**config.mk**
```make
export PLATFORM = sky130hd
export DESIGN_NAME = tiny_interpreter_execute_step_unit_flat
export DESIGN_NICKNAME = d
export VERILOG_FILES = /design/src/rtl/core/tie_pkg.sv /design/src/rtl/core/tie_ifs.sv /design/src/rtl/core/tiny_interpreter_execute_step_unit.sv /design/src/flat_wrapper.sv
export SDC_FILE = /design/constraint.sdc
export NUM_CORES = 2
export LEC_CHECK = 0
export BUFFER_PORTS_ARGS = -buffer_cell sky130_fd_sc_hd__buf_2
export CAP_MARGIN = 20
export CORE_ASPECT_RATIO = 0.9
export CORE_UTILIZATION = 55
export DETAILED_ROUTE_END_ITERATION = 8
export PLACE_DENSITY = 0.7
export RECOVER_POWER = 100
export SLEW_MARGIN = 15
export SYNTH_ARGS = -nofsm -noshare
export SYNTH_HDL_FRONTEND = slang
export SYNTH_SLANG_ARGS = --single-unit
```
**constraint.sdc**
```tcl
create_clock -name i_clk -period 8.25 [get_ports i_clk]
set_input_delay 2.475 -clock i_clk [delete_from_list [all_inputs] [get_ports i_clk]]
set_output_delay 2.475 -clock i_clk [all_outputs]
set_load 0.01 [all_outputs]
```
**src/rtl/core/tie_pkg.sv**
```systemverilog
// ----------------------------------------------------------------------------
// tie_pkg: shared types and constants of the interpreter step unit
// statement and result payloads, mode, operator and error codes
// ----------------------------------------------------------------------------
package tie_pkg;

    // fixed widths of the statement and result fields
    localparam int MODE_W  = 3;
    localparam int IDX_W   = 4;
    localparam int OP_W    = 4;
    localparam int LINE_W  = 16;
    localparam int LOAD_W  = 32;
    localparam int PRINT_W = 32;
    localparam int ERR_W   = 2;

    // default configuration of the unit
    localparam int DEF_NUM_VARS   = 16;
    localparam int DEF_VALUE_BITS = 32;
    localparam int DEF_LINE_BITS  = 16;

    typedef enum logic [MODE_W-1:0] {
        MODE_IF     = 3'd0,
        MODE_GOTO   = 3'd1,
        MODE_ASSIGN = 3'd2,
        MODE_PRINT  = 3'd3,
        MODE_STOP   = 3'd4,
        MODE_LOAD   = 3'd5
    } t_mode;

    typedef enum logic [OP_W-1:0] {
        OP_ADD = 4'd0,
        OP_SUB = 4'd1,
        OP_MUL = 4'd2,
        OP_DIV = 4'd3,
        OP_MOD = 4'd4,
        OP_EQ  = 4'd5,
        OP_NE  = 4'd6,
        OP_LT  = 4'd7,
        OP_GT  = 4'd8,
        OP_LE  = 4'd9,
        OP_GE  = 4'd10
    } t_op;

    typedef enum logic [ERR_W-1:0] {
        ERR_NONE     = 2'd0,
        ERR_DIV_ZERO = 2'd1,
        ERR_BAD_OP   = 2'd2
    } t_err;

    typedef struct packed {
        logic [MODE_W-1:0]        mode;
        logic [IDX_W-1:0]         target_index;
        logic [IDX_W-1:0]         left_index;
        logic [IDX_W-1:0]         right_index;
        logic [OP_W-1:0]          operator_code;
        logic [LINE_W-1:0]        jump_line;
        logic [LINE_W-1:0]        current_line;
        logic signed [LOAD_W-1:0] load_value;
    } t_stmt;

    typedef struct packed {
        logic [LINE_W-1:0]         next_line;
        logic                      halted;
        logic                      print_valid;
        logic signed [PRINT_W-1:0] print_value;
        logic [ERR_W-1:0]          error_code;
    } t_result;

endpackage

```
**src/rtl/core/tie_ifs.sv**
```systemverilog
// ----------------------------------------------------------------------------
// tie_ifs: valid/ready channels of the interpreter step unit
// statement channel in, result channel out
// ----------------------------------------------------------------------------
interface tie_stmt_if;
    logic           valid;
    logic           ready;
    tie_pkg::t_stmt payload;

    modport source (output valid, output payload, input ready);
    modport sink   (input valid, input payload, output ready);
endinterface

interface tie_res_if;
    logic             valid;
    logic             ready;
    tie_pkg::t_result payload;

    modport source (output valid, output payload, input ready);
    modport sink   (input valid, input payload, output ready);
endinterface

```
**src/rtl/core/tiny_interpreter_execute_step_unit.sv**
```systemverilog
// ----------------------------------------------------------------------------
// tiny_interpreter_execute_step_unit: one statement step of a small interpreter
// executes if/goto/assign/print/stop/load against a store of signed variables
// ----------------------------------------------------------------------------
// One statement is taken per transfer on i_stmt and exactly one result leaves on
// o_result. The unit works on one statement at a time: i_stmt.ready is high only
// while the sequencer is idle. All arithmetic and compares run through a single
// shared VALUE_BITS+1 bit add/subtract unit, so the time per statement is set by
// how often that unit is used: mul is shift-add, one multiplier bit per cycle;
// div and mod take the magnitudes in S_ABS_A and S_ABS_B, form one restoring
// quotient bit per cycle and fix the sign in S_FIX. The result sits in an
// output register, so a new statement is taken while the previous result still
// waits; the unit only stalls at the end of a statement if that register is
// still full. The variable store is a two-read, one-write memory with a
// reset-cleared valid bit per entry, so it reads as all zero after reset with
// no clearing pass. Divide or mod by zero, an operator that does not fit the
// mode, and an unused mode report an error code, raise halted and leave the
// store untouched.
module tiny_interpreter_execute_step_unit #(
    parameter int NUM_VARS   = tie_pkg::DEF_NUM_VARS,
    parameter int VALUE_BITS = tie_pkg::DEF_VALUE_BITS,
    parameter int LINE_BITS  = tie_pkg::DEF_LINE_BITS
) (
    input  logic         i_clk,
    input  logic         i_rst_n,
    tie_stmt_if.sink     i_stmt,
    tie_res_if.source    o_result
);

    localparam int VW    = VALUE_BITS;
    localparam int AW    = $clog2(NUM_VARS);
    localparam int CNT_W = $clog2(VALUE_BITS);

    typedef enum logic [2:0] {
        S_IDLE,
        S_DECODE,
        S_ABS_A,
        S_ABS_B,
        S_DIV,
        S_MUL,
        S_FIX,
        S_FINISH
    } t_state;

    t_state r_state, n_state;

    // statement fields held for the whole step
    logic [tie_pkg::MODE_W-1:0] r_mode;
    logic [tie_pkg::OP_W-1:0]   r_op;
    logic [AW-1:0]              r_t;
    logic [LINE_BITS-1:0]       r_jump;
    logic [LINE_BITS-1:0]       r_cur;
    logic [tie_pkg::LOAD_W-1:0] r_load;

    // variable store: two read ports at accept, one write port at finish
    logic [VW-1:0]       r_mem [NUM_VARS];
    logic [NUM_VARS-1:0] r_vld;
    logic [VW-1:0]       r_rd_a, r_rd_b;
    logic                r_va, r_vb;

    // iterative datapath
    logic [VW-1:0]    r_acc;   // product or partial remainder
    logic [VW-1:0]    r_quo;   // multiplier bits or dividend/quotient
    logic [VW-1:0]    r_dvs;   // multiplicand or divisor magnitude
    logic [CNT_W-1:0] r_cnt;

    // step result
    logic [VW-1:0]        r_res;
    logic [LINE_BITS-1:0] r_next;
    logic                 r_halt;
    logic                 r_pv;
    logic                 r_wr;
    tie_pkg::t_err        r_err;

    // step result as decoded
    logic [LINE_BITS-1:0] n_next;
    logic                 n_halt;
    logic                 n_pv;
    logic                 n_wr;
    tie_pkg::t_err        n_err;

    // output register
    logic             r_out_valid;
    tie_pkg::t_result r_out;

    logic          stmt_fire;
    logic          out_free;
    logic          wr_en;
    logic [AW-1:0] addr_a, addr_b, addr_t;
    logic [VW-1:0] op_a, op_b;
    logic          a_neg, b_neg;
    logic [VW:0]   add_x, add_y, add_sum;
    logic          add_sub;
    logic          lt, eq, cond;
    logic          if_op_ok, asg_op_ok, is_divmod, last;
    logic [VW-1:0] fix_sel;
    logic          fix_neg;
    logic [LINE_BITS-1:0] cur_inc;

    // index taken modulo NUM_VARS; the 4-bit index needs at most seven subtracts
    function automatic logic [AW-1:0] f_pick(input logic [tie_pkg::IDX_W-1:0] idx);
        logic [8:0] v;
        v = 9'(idx);
        for (int k = 0; k < 8; k++) begin
            if (v >= 9'(NUM_VARS)) begin
                v = v - 9'(NUM_VARS);
            end
        end
        return v[AW-1:0];
    endfunction

    assign stmt_fire = i_stmt.valid && i_stmt.ready;
    assign i_stmt.ready = (r_state == S_IDLE);

    assign out_free = !r_out_valid || o_result.ready;
    assign o_result.valid   = r_out_valid;
    assign o_result.payload = r_out;

    assign addr_t = f_pick(i_stmt.payload.target_index);
    // print reads its target through the left port
    assign addr_a = (i_stmt.payload.mode == tie_pkg::MODE_PRINT) ? addr_t
                                                                 : f_pick(i_stmt.payload.left_index);
    assign addr_b = f_pick(i_stmt.payload.right_index);

    // entries never written read as zero
    assign op_a  = r_va ? r_rd_a : '0;
    assign op_b  = r_vb ? r_rd_b : '0;
    assign a_neg = op_a[VW-1];
    assign b_neg = op_b[VW-1];

    assign if_op_ok  = (r_op >= tie_pkg::OP_EQ) && (r_op <= tie_pkg::OP_GE);
    assign asg_op_ok = (r_op <= tie_pkg::OP_MOD);
    assign is_divmod = (r_op == tie_pkg::OP_DIV) || (r_op == tie_pkg::OP_MOD);
    assign last      = (r_cnt == '0);
    assign cur_inc   = r_cur + LINE_BITS'(1);

    assign wr_en = (r_state == S_FINISH) && out_free && r_wr;

    assign fix_sel = (r_op == tie_pkg::OP_DIV) ? r_quo : r_acc;
    assign fix_neg = (r_op == tie_pkg::OP_DIV) ? (a_neg ^ b_neg) : a_neg;

    // shared add/subtract unit, operands picked by sequencer state
    always_comb begin
        add_x   = '0;
        add_y   = '0;
        add_sub = 1'b1;
        case (r_state)
            S_DECODE: begin
                // signed compare for if, add or sub for assign
                add_x   = {op_a[VW-1], op_a};
                add_y   = {op_b[VW-1], op_b};
                add_sub = !((r_mode == tie_pkg::MODE_ASSIGN) && (r_op == tie_pkg::OP_ADD));
            end
            S_ABS_A: begin
                add_y = {1'b0, op_a};
            end
            S_ABS_B: begin
                add_y = {1'b0, op_b};
            end
            S_DIV: begin
                add_x = {r_acc, r_quo[VW-1]};
                add_y = {1'b0, r_dvs};
            end
            S_MUL: begin
                add_x   = {1'b0, r_acc};
                add_y   = {1'b0, r_dvs};
                add_sub = 1'b0;
            end
            S_FIX: begin
                add_y = {1'b0, fix_sel};
            end
            default: begin
                add_sub = 1'b1;
            end
        endcase
        add_sum = add_x + (add_sub ? ~add_y : add_y) + {{VW{1'b0}}, add_sub};
    end

    assign lt = add_sum[VW];
    assign eq = (add_sum == '0);

    always_comb begin
        case (r_op)
            tie_pkg::OP_EQ: cond = eq;
            tie_pkg::OP_NE: cond = !eq;
            tie_pkg::OP_LT: cond = lt;
            tie_pkg::OP_GT: cond = !lt && !eq;
            tie_pkg::OP_LE: cond = lt || eq;
            default:        cond = !lt;
        endcase
    end

    // next line, halt, print, write and error of the statement, settled in decode
    always_comb begin
        n_next = cur_inc;
        n_halt = 1'b0;
        n_pv   = 1'b0;
        n_wr   = 1'b0;
        n_err  = tie_pkg::ERR_NONE;
        case (r_mode)
            tie_pkg::MODE_IF: begin
                if (!if_op_ok) begin
                    n_err = tie_pkg::ERR_BAD_OP;
                end else if (cond) begin
                    n_next = r_jump;
                end
            end
            tie_pkg::MODE_GOTO: begin
                n_next = r_jump;
            end
            tie_pkg::MODE_ASSIGN: begin
                if (!asg_op_ok) begin
                    n_err = tie_pkg::ERR_BAD_OP;
                end else if (is_divmod && (op_b == '0)) begin
                    n_err = tie_pkg::ERR_DIV_ZERO;
                end else begin
                    n_wr = 1'b1;
                end
            end
            tie_pkg::MODE_PRINT: begin
                n_pv = 1'b1;
            end
            tie_pkg::MODE_STOP: begin
                n_halt = 1'b1;
                n_next = r_cur;
            end
            tie_pkg::MODE_LOAD: begin
                n_wr = 1'b1;
            end
            default: begin
                n_err = tie_pkg::ERR_BAD_OP;
            end
        endcase
        // any error halts on the current line
        if (n_err != tie_pkg::ERR_NONE) begin
            n_halt = 1'b1;
            n_next = r_cur;
        end
    end

    // sequencer
    always_comb begin
        n_state = r_state;
        case (r_state)
            S_IDLE: begin
                if (stmt_fire) begin
                    n_state = S_DECODE;
                end
            end
            S_DECODE: begin
                n_state = S_FINISH;
                if ((r_mode == tie_pkg::MODE_ASSIGN) && asg_op_ok) begin
                    if (r_op == tie_pkg::OP_MUL) begin
                        n_state = S_MUL;
                    end else if (is_divmod && (op_b != '0)) begin
                        n_state = S_ABS_A;
                    end
                end
            end
            S_ABS_A: n_state = S_ABS_B;
            S_ABS_B: n_state = S_DIV;
            S_DIV: begin
                if (last) begin
                    n_state = S_FIX;
                end
            end
            S_MUL: begin
                if (last) begin
                    n_state = S_FINISH;
                end
            end
            S_FIX: n_state = S_FINISH;
            S_FINISH: begin
                if (out_free) begin
                    n_state = S_IDLE;
                end
            end
            default: n_state = S_IDLE;
        endcase
    end

    // state, datapath and output register
    always_ff @(posedge i_clk) begin
        if (!i_rst_n) begin
            r_state     <= S_IDLE;
            r_out_valid <= 1'b0;
        end else begin
            r_state <= n_state;
            // load a new result at finish, else drop the one taken by the sink
            if ((r_state == S_FINISH) && out_free) begin
                r_out_valid <= 1'b1;
            end else if (o_result.ready) begin
                r_out_valid <= 1'b0;
            end
            case (r_state)
                S_IDLE: begin
                    if (stmt_fire) begin
                        r_mode <= i_stmt.payload.mode;
                        r_op   <= i_stmt.payload.operator_code;
                        r_t    <= addr_t;
                        r_jump <= LINE_BITS'(i_stmt.payload.jump_line);
                        r_cur  <= LINE_BITS'(i_stmt.payload.current_line);
                        r_load <= i_stmt.payload.load_value;
                    end
                end
                S_DECODE: begin
                    r_next <= n_next;
                    r_halt <= n_halt;
                    r_pv   <= n_pv;
                    r_wr   <= n_wr;
                    r_err  <= n_err;
                    if (r_mode == tie_pkg::MODE_LOAD) begin
                        r_res <= VW'($signed(r_load));
                    end else begin
                        r_res <= add_sum[VW-1:0];
                    end
                    // shift-add multiply: a is shifted up, b scanned from lsb
                    r_acc <= '0;
                    r_dvs <= op_a;
                    r_quo <= op_b;
                    r_cnt <= CNT_W'(VALUE_BITS - 1);
                end
                S_ABS_A: begin
                    r_quo <= a_neg ? add_sum[VW-1:0] : op_a;
                end
                S_ABS_B: begin
                    r_dvs <= b_neg ? add_sum[VW-1:0] : op_b;
                    r_acc <= '0;
                    r_cnt <= CNT_W'(VALUE_BITS - 1);
                end
                S_DIV: begin
                    // restoring step: keep the difference when it did not go negative
                    if (!add_sum[VW]) begin
                        r_acc <= add_sum[VW-1:0];
                        r_quo <= {r_quo[VW-2:0], 1'b1};
                    end else begin
                        r_acc <= {r_acc[VW-2:0], r_quo[VW-1]};
                        r_quo <= {r_quo[VW-2:0], 1'b0};
                    end
                    r_cnt <= r_cnt - CNT_W'(1);
                end
                S_MUL: begin
                    if (r_quo[0]) begin
                        r_acc <= add_sum[VW-1:0];
                    end
                    r_dvs <= {r_dvs[VW-2:0], 1'b0};
                    r_quo <= {1'b0, r_quo[VW-1:1]};
                    r_cnt <= r_cnt - CNT_W'(1);
                    if (last) begin
                        r_res <= r_quo[0] ? add_sum[VW-1:0] : r_acc;
                    end
                end
                S_FIX: begin
                    r_res <= fix_neg ? add_sum[VW-1:0] : fix_sel;
                end
                S_FINISH: begin
                    if (out_free) begin
                        r_out.next_line       <= 16'(r_next);
                        r_out.halted          <= r_halt;
                        r_out.print_valid     <= r_pv;
                        r_out.print_value     <= r_pv ? 32'($signed(op_a)) : '0;
                        r_out.error_code      <= r_err;
                    end
                end
                default: begin
                end
            endcase
        end
    end

    // store valid bits, cleared by reset
    always_ff @(posedge i_clk) begin
        if (!i_rst_n) begin
            r_vld <= '0;
        end else if (wr_en) begin
            r_vld[r_t] <= 1'b1;
        end
    end

    // store array: write at finish, both reads registered at accept
    always_ff @(posedge i_clk) begin
        if (wr_en) begin
            r_mem[r_t] <= r_res;
        end
        if (stmt_fire) begin
            r_rd_a <= r_mem[addr_a];
            r_rd_b <= r_mem[addr_b];
            r_va   <= r_vld[addr_a];
            r_vb   <= r_vld[addr_b];
        end
    end

endmodule

```
**src/flat_wrapper.sv**
```systemverilog
// flat-port wrapper written by rule: the top's interface ports become plain ports
module tiny_interpreter_execute_step_unit_flat 
#(
    parameter int NUM_VARS   = tie_pkg::DEF_NUM_VARS,
    parameter int VALUE_BITS = tie_pkg::DEF_VALUE_BITS,
    parameter int LINE_BITS  = tie_pkg::DEF_LINE_BITS
)
  (i_clk, i_rst_n, i_stmt_valid, i_stmt_payload, i_stmt_ready, o_result_valid, o_result_payload, o_result_ready);
  tie_stmt_if i_stmt_i ();
  tie_res_if o_result_i ();
  input  logic i_clk;
  input  logic i_rst_n;
  input wire logic [$bits(i_stmt_i.valid)-1:0] i_stmt_valid;
  input wire logic [$bits(i_stmt_i.payload)-1:0] i_stmt_payload;
  output wire logic [$bits(i_stmt_i.ready)-1:0] i_stmt_ready;
  output wire logic [$bits(o_result_i.valid)-1:0] o_result_valid;
  output wire logic [$bits(o_result_i.payload)-1:0] o_result_payload;
  input wire logic [$bits(o_result_i.ready)-1:0] o_result_ready;
  assign i_stmt_i.valid = i_stmt_valid;
  assign i_stmt_i.payload = i_stmt_payload;
  assign i_stmt_ready = i_stmt_i.ready;
  assign o_result_valid = o_result_i.valid;
  assign o_result_payload = o_result_i.payload;
  assign o_result_i.ready = o_result_ready;
  tiny_interpreter_execute_step_unit #(.NUM_VARS(NUM_VARS), .VALUE_BITS(VALUE_BITS), .LINE_BITS(LINE_BITS)) u_core (.i_clk(i_clk), .i_rst_n(i_rst_n), .i_stmt(i_stmt_i), .o_result(o_result_i));
endmodule
```
==> impl_metrics.sql <==
INSERT INTO impl_metrics (metric_group, metric, value, unit) VALUES
('outcome', 'outcome', 'complete, but fails checks', ''),
('setup_path', 'critical_path_arrival', '8.29', 'ns'),
('floorplan', 'die-area', '0.0845', 'mm^2'),
('clocking', 'cts_hold_buf', '0', ''),
('layout', 'layout-area-overhead-vs-synth', '9.90', '%'),
('flow_run', 'max_cap_viol_count', '36', ''),
('outcome', 'failed_checks', 'max-capacitance violations, max-slew violations', ''),
('detailed_routing', 'initialDrtViolationCount', '4882', ''),
('place', 'port_buffers', '140', ''),
('detailed_routing', 'post_drt_wl_per_cell', '28.8', 'um'),
('power_and_ir_drop', 'pwr-share-comb', '38.5', '%'),
('timing', 'final_max_slew_viol_count', '1419', ''),
('clocking', 'cts_resized', '0', ''),
('timing', 'holdWs', '0.419', 'ns'),
('setup_path', 'cp_common_cell', 'buf_4', ''),
('floorplan', 'die-height', '276', 'um'),
('layout', 'nNetsFinal', '3871', ''),
('detailed_routing', 'wl_met2', '63.9', 'mm'),
('setup_path', 'setup.worst_path.end_class', 'flop', ''),
('timing', 'final_period_minus_worst_setup_slack', '7.89', 'ns'),
('timing', 'fmax', '0.127', 'GHz'),
('setup_path', 'critical_path_required', '8.65', 'ns'),
('layout', 'final_cell_count_no_fill', '4901', ''),
('clocking', 'cts_setup_buffers', '0', ''),
('logic_synthesis', 'number_of_synthesized_flops_with_an_enable_pin', '859', ''),
('place', 'dpl_cell_area', '0.0477', 'mm^2'),
('timing', 'fin_crit_sh', '95.7', '%'),
('timing', 'setup_violations', '0', ''),
('timing', 'tightest_slew', '4.18', 'ns'),
('clocking', 'cts.sinks', '879', ''),
('floorplan', 'rows', '100', ''),
('power_and_ir_drop', 'cellLeakagePower', '0.0166', 'uW'),
('layout', 'multi_input_combinational_cell_area', '0.0185', 'mm^2'),
('layout', 'layout_common_cells', 'edfxtp_1 (859), nand2_1 (533), a21oi_1 (225)', ''),
('power_and_ir_drop', 'total_switching_power', '6670', 'uW'),
('power_and_ir_drop', 'netSwitchingFraction', '40.2', '%'),
('power_and_ir_drop', 'clkPwrFrac', '25.0', '%'),
('clocking', 'cts_max_level', '3', ''),
('setup_path', 'crit_family', 'compound AO/OA/AOI/OAI gates', ''),
('floorplan', 'die_x_extent', '306', 'um'),
('place', 'dpl.cell_count', '4721', ''),
('clocking', 'cts_inserted_buffers', '90', ''),
('timing', 'hold_viol', '0', ''),
('layout', 'post_route_cells_drive_above_1_share', '13.1', '%'),
('place', 'dpl.hpwl', '88.0', 'mm'),
('logic_synthesis', 'synth_area_leader_cell', 'edfxtp_1', ''),
('logic_synthesis', 'fraction_of_registers_with_async_set_reset', '0', '%'),
('grt', 'overflow', '0', ''),
('grt', 'grt_first_pass_wirelength', '207', 'mm'),
('setup_path', 'timing.critical_path.cells', 'or4b_1 > o41ai_4 > buf_4 > buf_4 > xnor2_1 > ha_1 > nand4_1 > or2_2 > o21a_1 > a221oi_1 > o21a_1 > a211oi_1 > clkbuf_1 > a2111oi_0 > and4_1 > nand4_1 > o311a_1 > a41oi_2 > buf_4 > mux2i_1 > o32ai_2', ''),
('hold_path', 'min_path_type', 'reg2reg', ''),
('layout', 'final.fill_count', '6427', ''),
('floorplan', 'floorplan.initialDensity', '55.5', '%'),
('timing', 'fin_skew', '0.0551', 'ns'),
('layout', 'layout_commonest_cell', 'edfxtp_1', ''),
('logic_synthesis', 'syn_nets', '3853', ''),
('power_and_ir_drop', 'vdd_drop_max', '0.199', 'mV'),
('setup_path', 'crit_path_top_delay_cell', 'a2111oi_0', ''),
('floorplan', 'num_io_pins', '141', ''),
('layout', 'final_area', '0.0504', 'mm^2'),
('setup_path', 'critPathBufInv', '4', ''),
('logic_synthesis', 'yosysSeqAreaShare', '57.2', '%'),
('clocking', 'clockRootBuffer', 'clkbuf_16', ''),
('detailed_routing', 'route.detailed.drc', '0', ''),
('clocking', 'tritoncts', 'done', ''),
('detailed_routing', 'wl_met1', '54.9', 'mm'),
('logic_synthesis', 'dominantRegCellSynth', 'edfxtp_1', ''),
('detailed_routing', 'totalWireLength', '141', 'mm'),
('grt', 'grt_antenna_before_repair', '8', ''),
('power_and_ir_drop', 'p_int', '9940', 'uW'),
('detailed_routing', 'detailed_router_iteration_count_before_antenna_repair', '8', '');
-- power groups by stage --
stage	combinational (uW)	clock, uW	sequential [uW]
after floorplan	3890	0	5870
after global placement	6200	0	6100
after detailed placement	6140	0	6100
after CTS	6200	4190	6020
after global routing	6750	4340	6080
final	6400	4150	6060
-- Yosys cell counts, types with 21 or more instances --
master / count
o21ai_0: 159
nor3_1: 24
o221ai_1: 39
ha_1: 33
nor2_1: 156
a31oi_1: 80
buf_1: 42
and2_1: 142
a311oi_1: 77
mux2i_1: 163
nand2b_1: 26
a211oi_1: 187
nand3_1: 36
a32oi_1: 58
o21a_1: 31
nand2_1: 533
and3_1: 44
a21oi_1: 226
mux4_2: 165
o22ai_1: 36
mux2_2: 37
xnor2_1: 60
clkbuf_1: 268
edfxtp_1: 859
inv_1: 21
-- final timing paths --
path	startpoint	to	slack, ns	cells after the start
max	u_core.r_mode[1]	u_core.r_next[8]	0.36	21
min reg2reg	u_core.r_next[10]	u_core.o_result.payload[46]	0.42	0
min	u_core.r_next[10]	u_core.o_result.payload[46]	0.42	0
max reg2reg	u_core.r_mode[1]	u_core.r_next[8]	0.36	21
-- cell families after synthesis --
kind of cell,count (synthesis),synth area share [%]
buffers and inverters,334,2.76
muxes,365,12.6
DFF,879,57.2
xor gates and xnor gates,77,1.47
AOI/OAI and AO/OA,1006,14.7
adders and majority gates,34,0.945
and+or+nand+nor,1037,10.3
-- flip-flops by register name, indices dropped and copies added, names as in the netlist, 5 cells and up --
register	count
u_core.r_mem	512
u_core.o_result.payload	52
u_core.r_acc	32
u_core.r_dvs	32
u_core.r_load	32
u_core.r_quo	32
u_core.r_rd_a	32
u_core.r_rd_b	32
u_core.r_res	32
u_core.r_cur	16
u_core.r_jump	16
u_core.r_next	16
u_core.r_vld	16
u_core.r_cnt	5
-- area by class of cell --
cell class	count	area share [%]
flip-flops and latches	879	52.0
clock inverters	55	1.23
inverters	21	0.157
multi-input cells	2519	36.7
repair buffers	239	2.47
clock buffers	110	4.70
diodes	7	0.0348
well taps	1071	2.66
-- through the flow --
stage	setup slack (ns)	power, uW
final	0.357	16600
after global routing	0.0686	17200
after CTS	0.520	16400
after detailed placement	0.550	12200
after global placement	0.690	12300
after floorplan	2.25	9760
-- routing by layer --
metal | track usage [%] | vias to the layer above
met2 | 50.7 | 2128
met1 | 45.7 | 16900
met4 | 11.8 | 0
met3 | 8.67 | 310
met5 | 0 | -
li1 | - | 14600
Note: power is estimated with default switching activity, not from simulation.
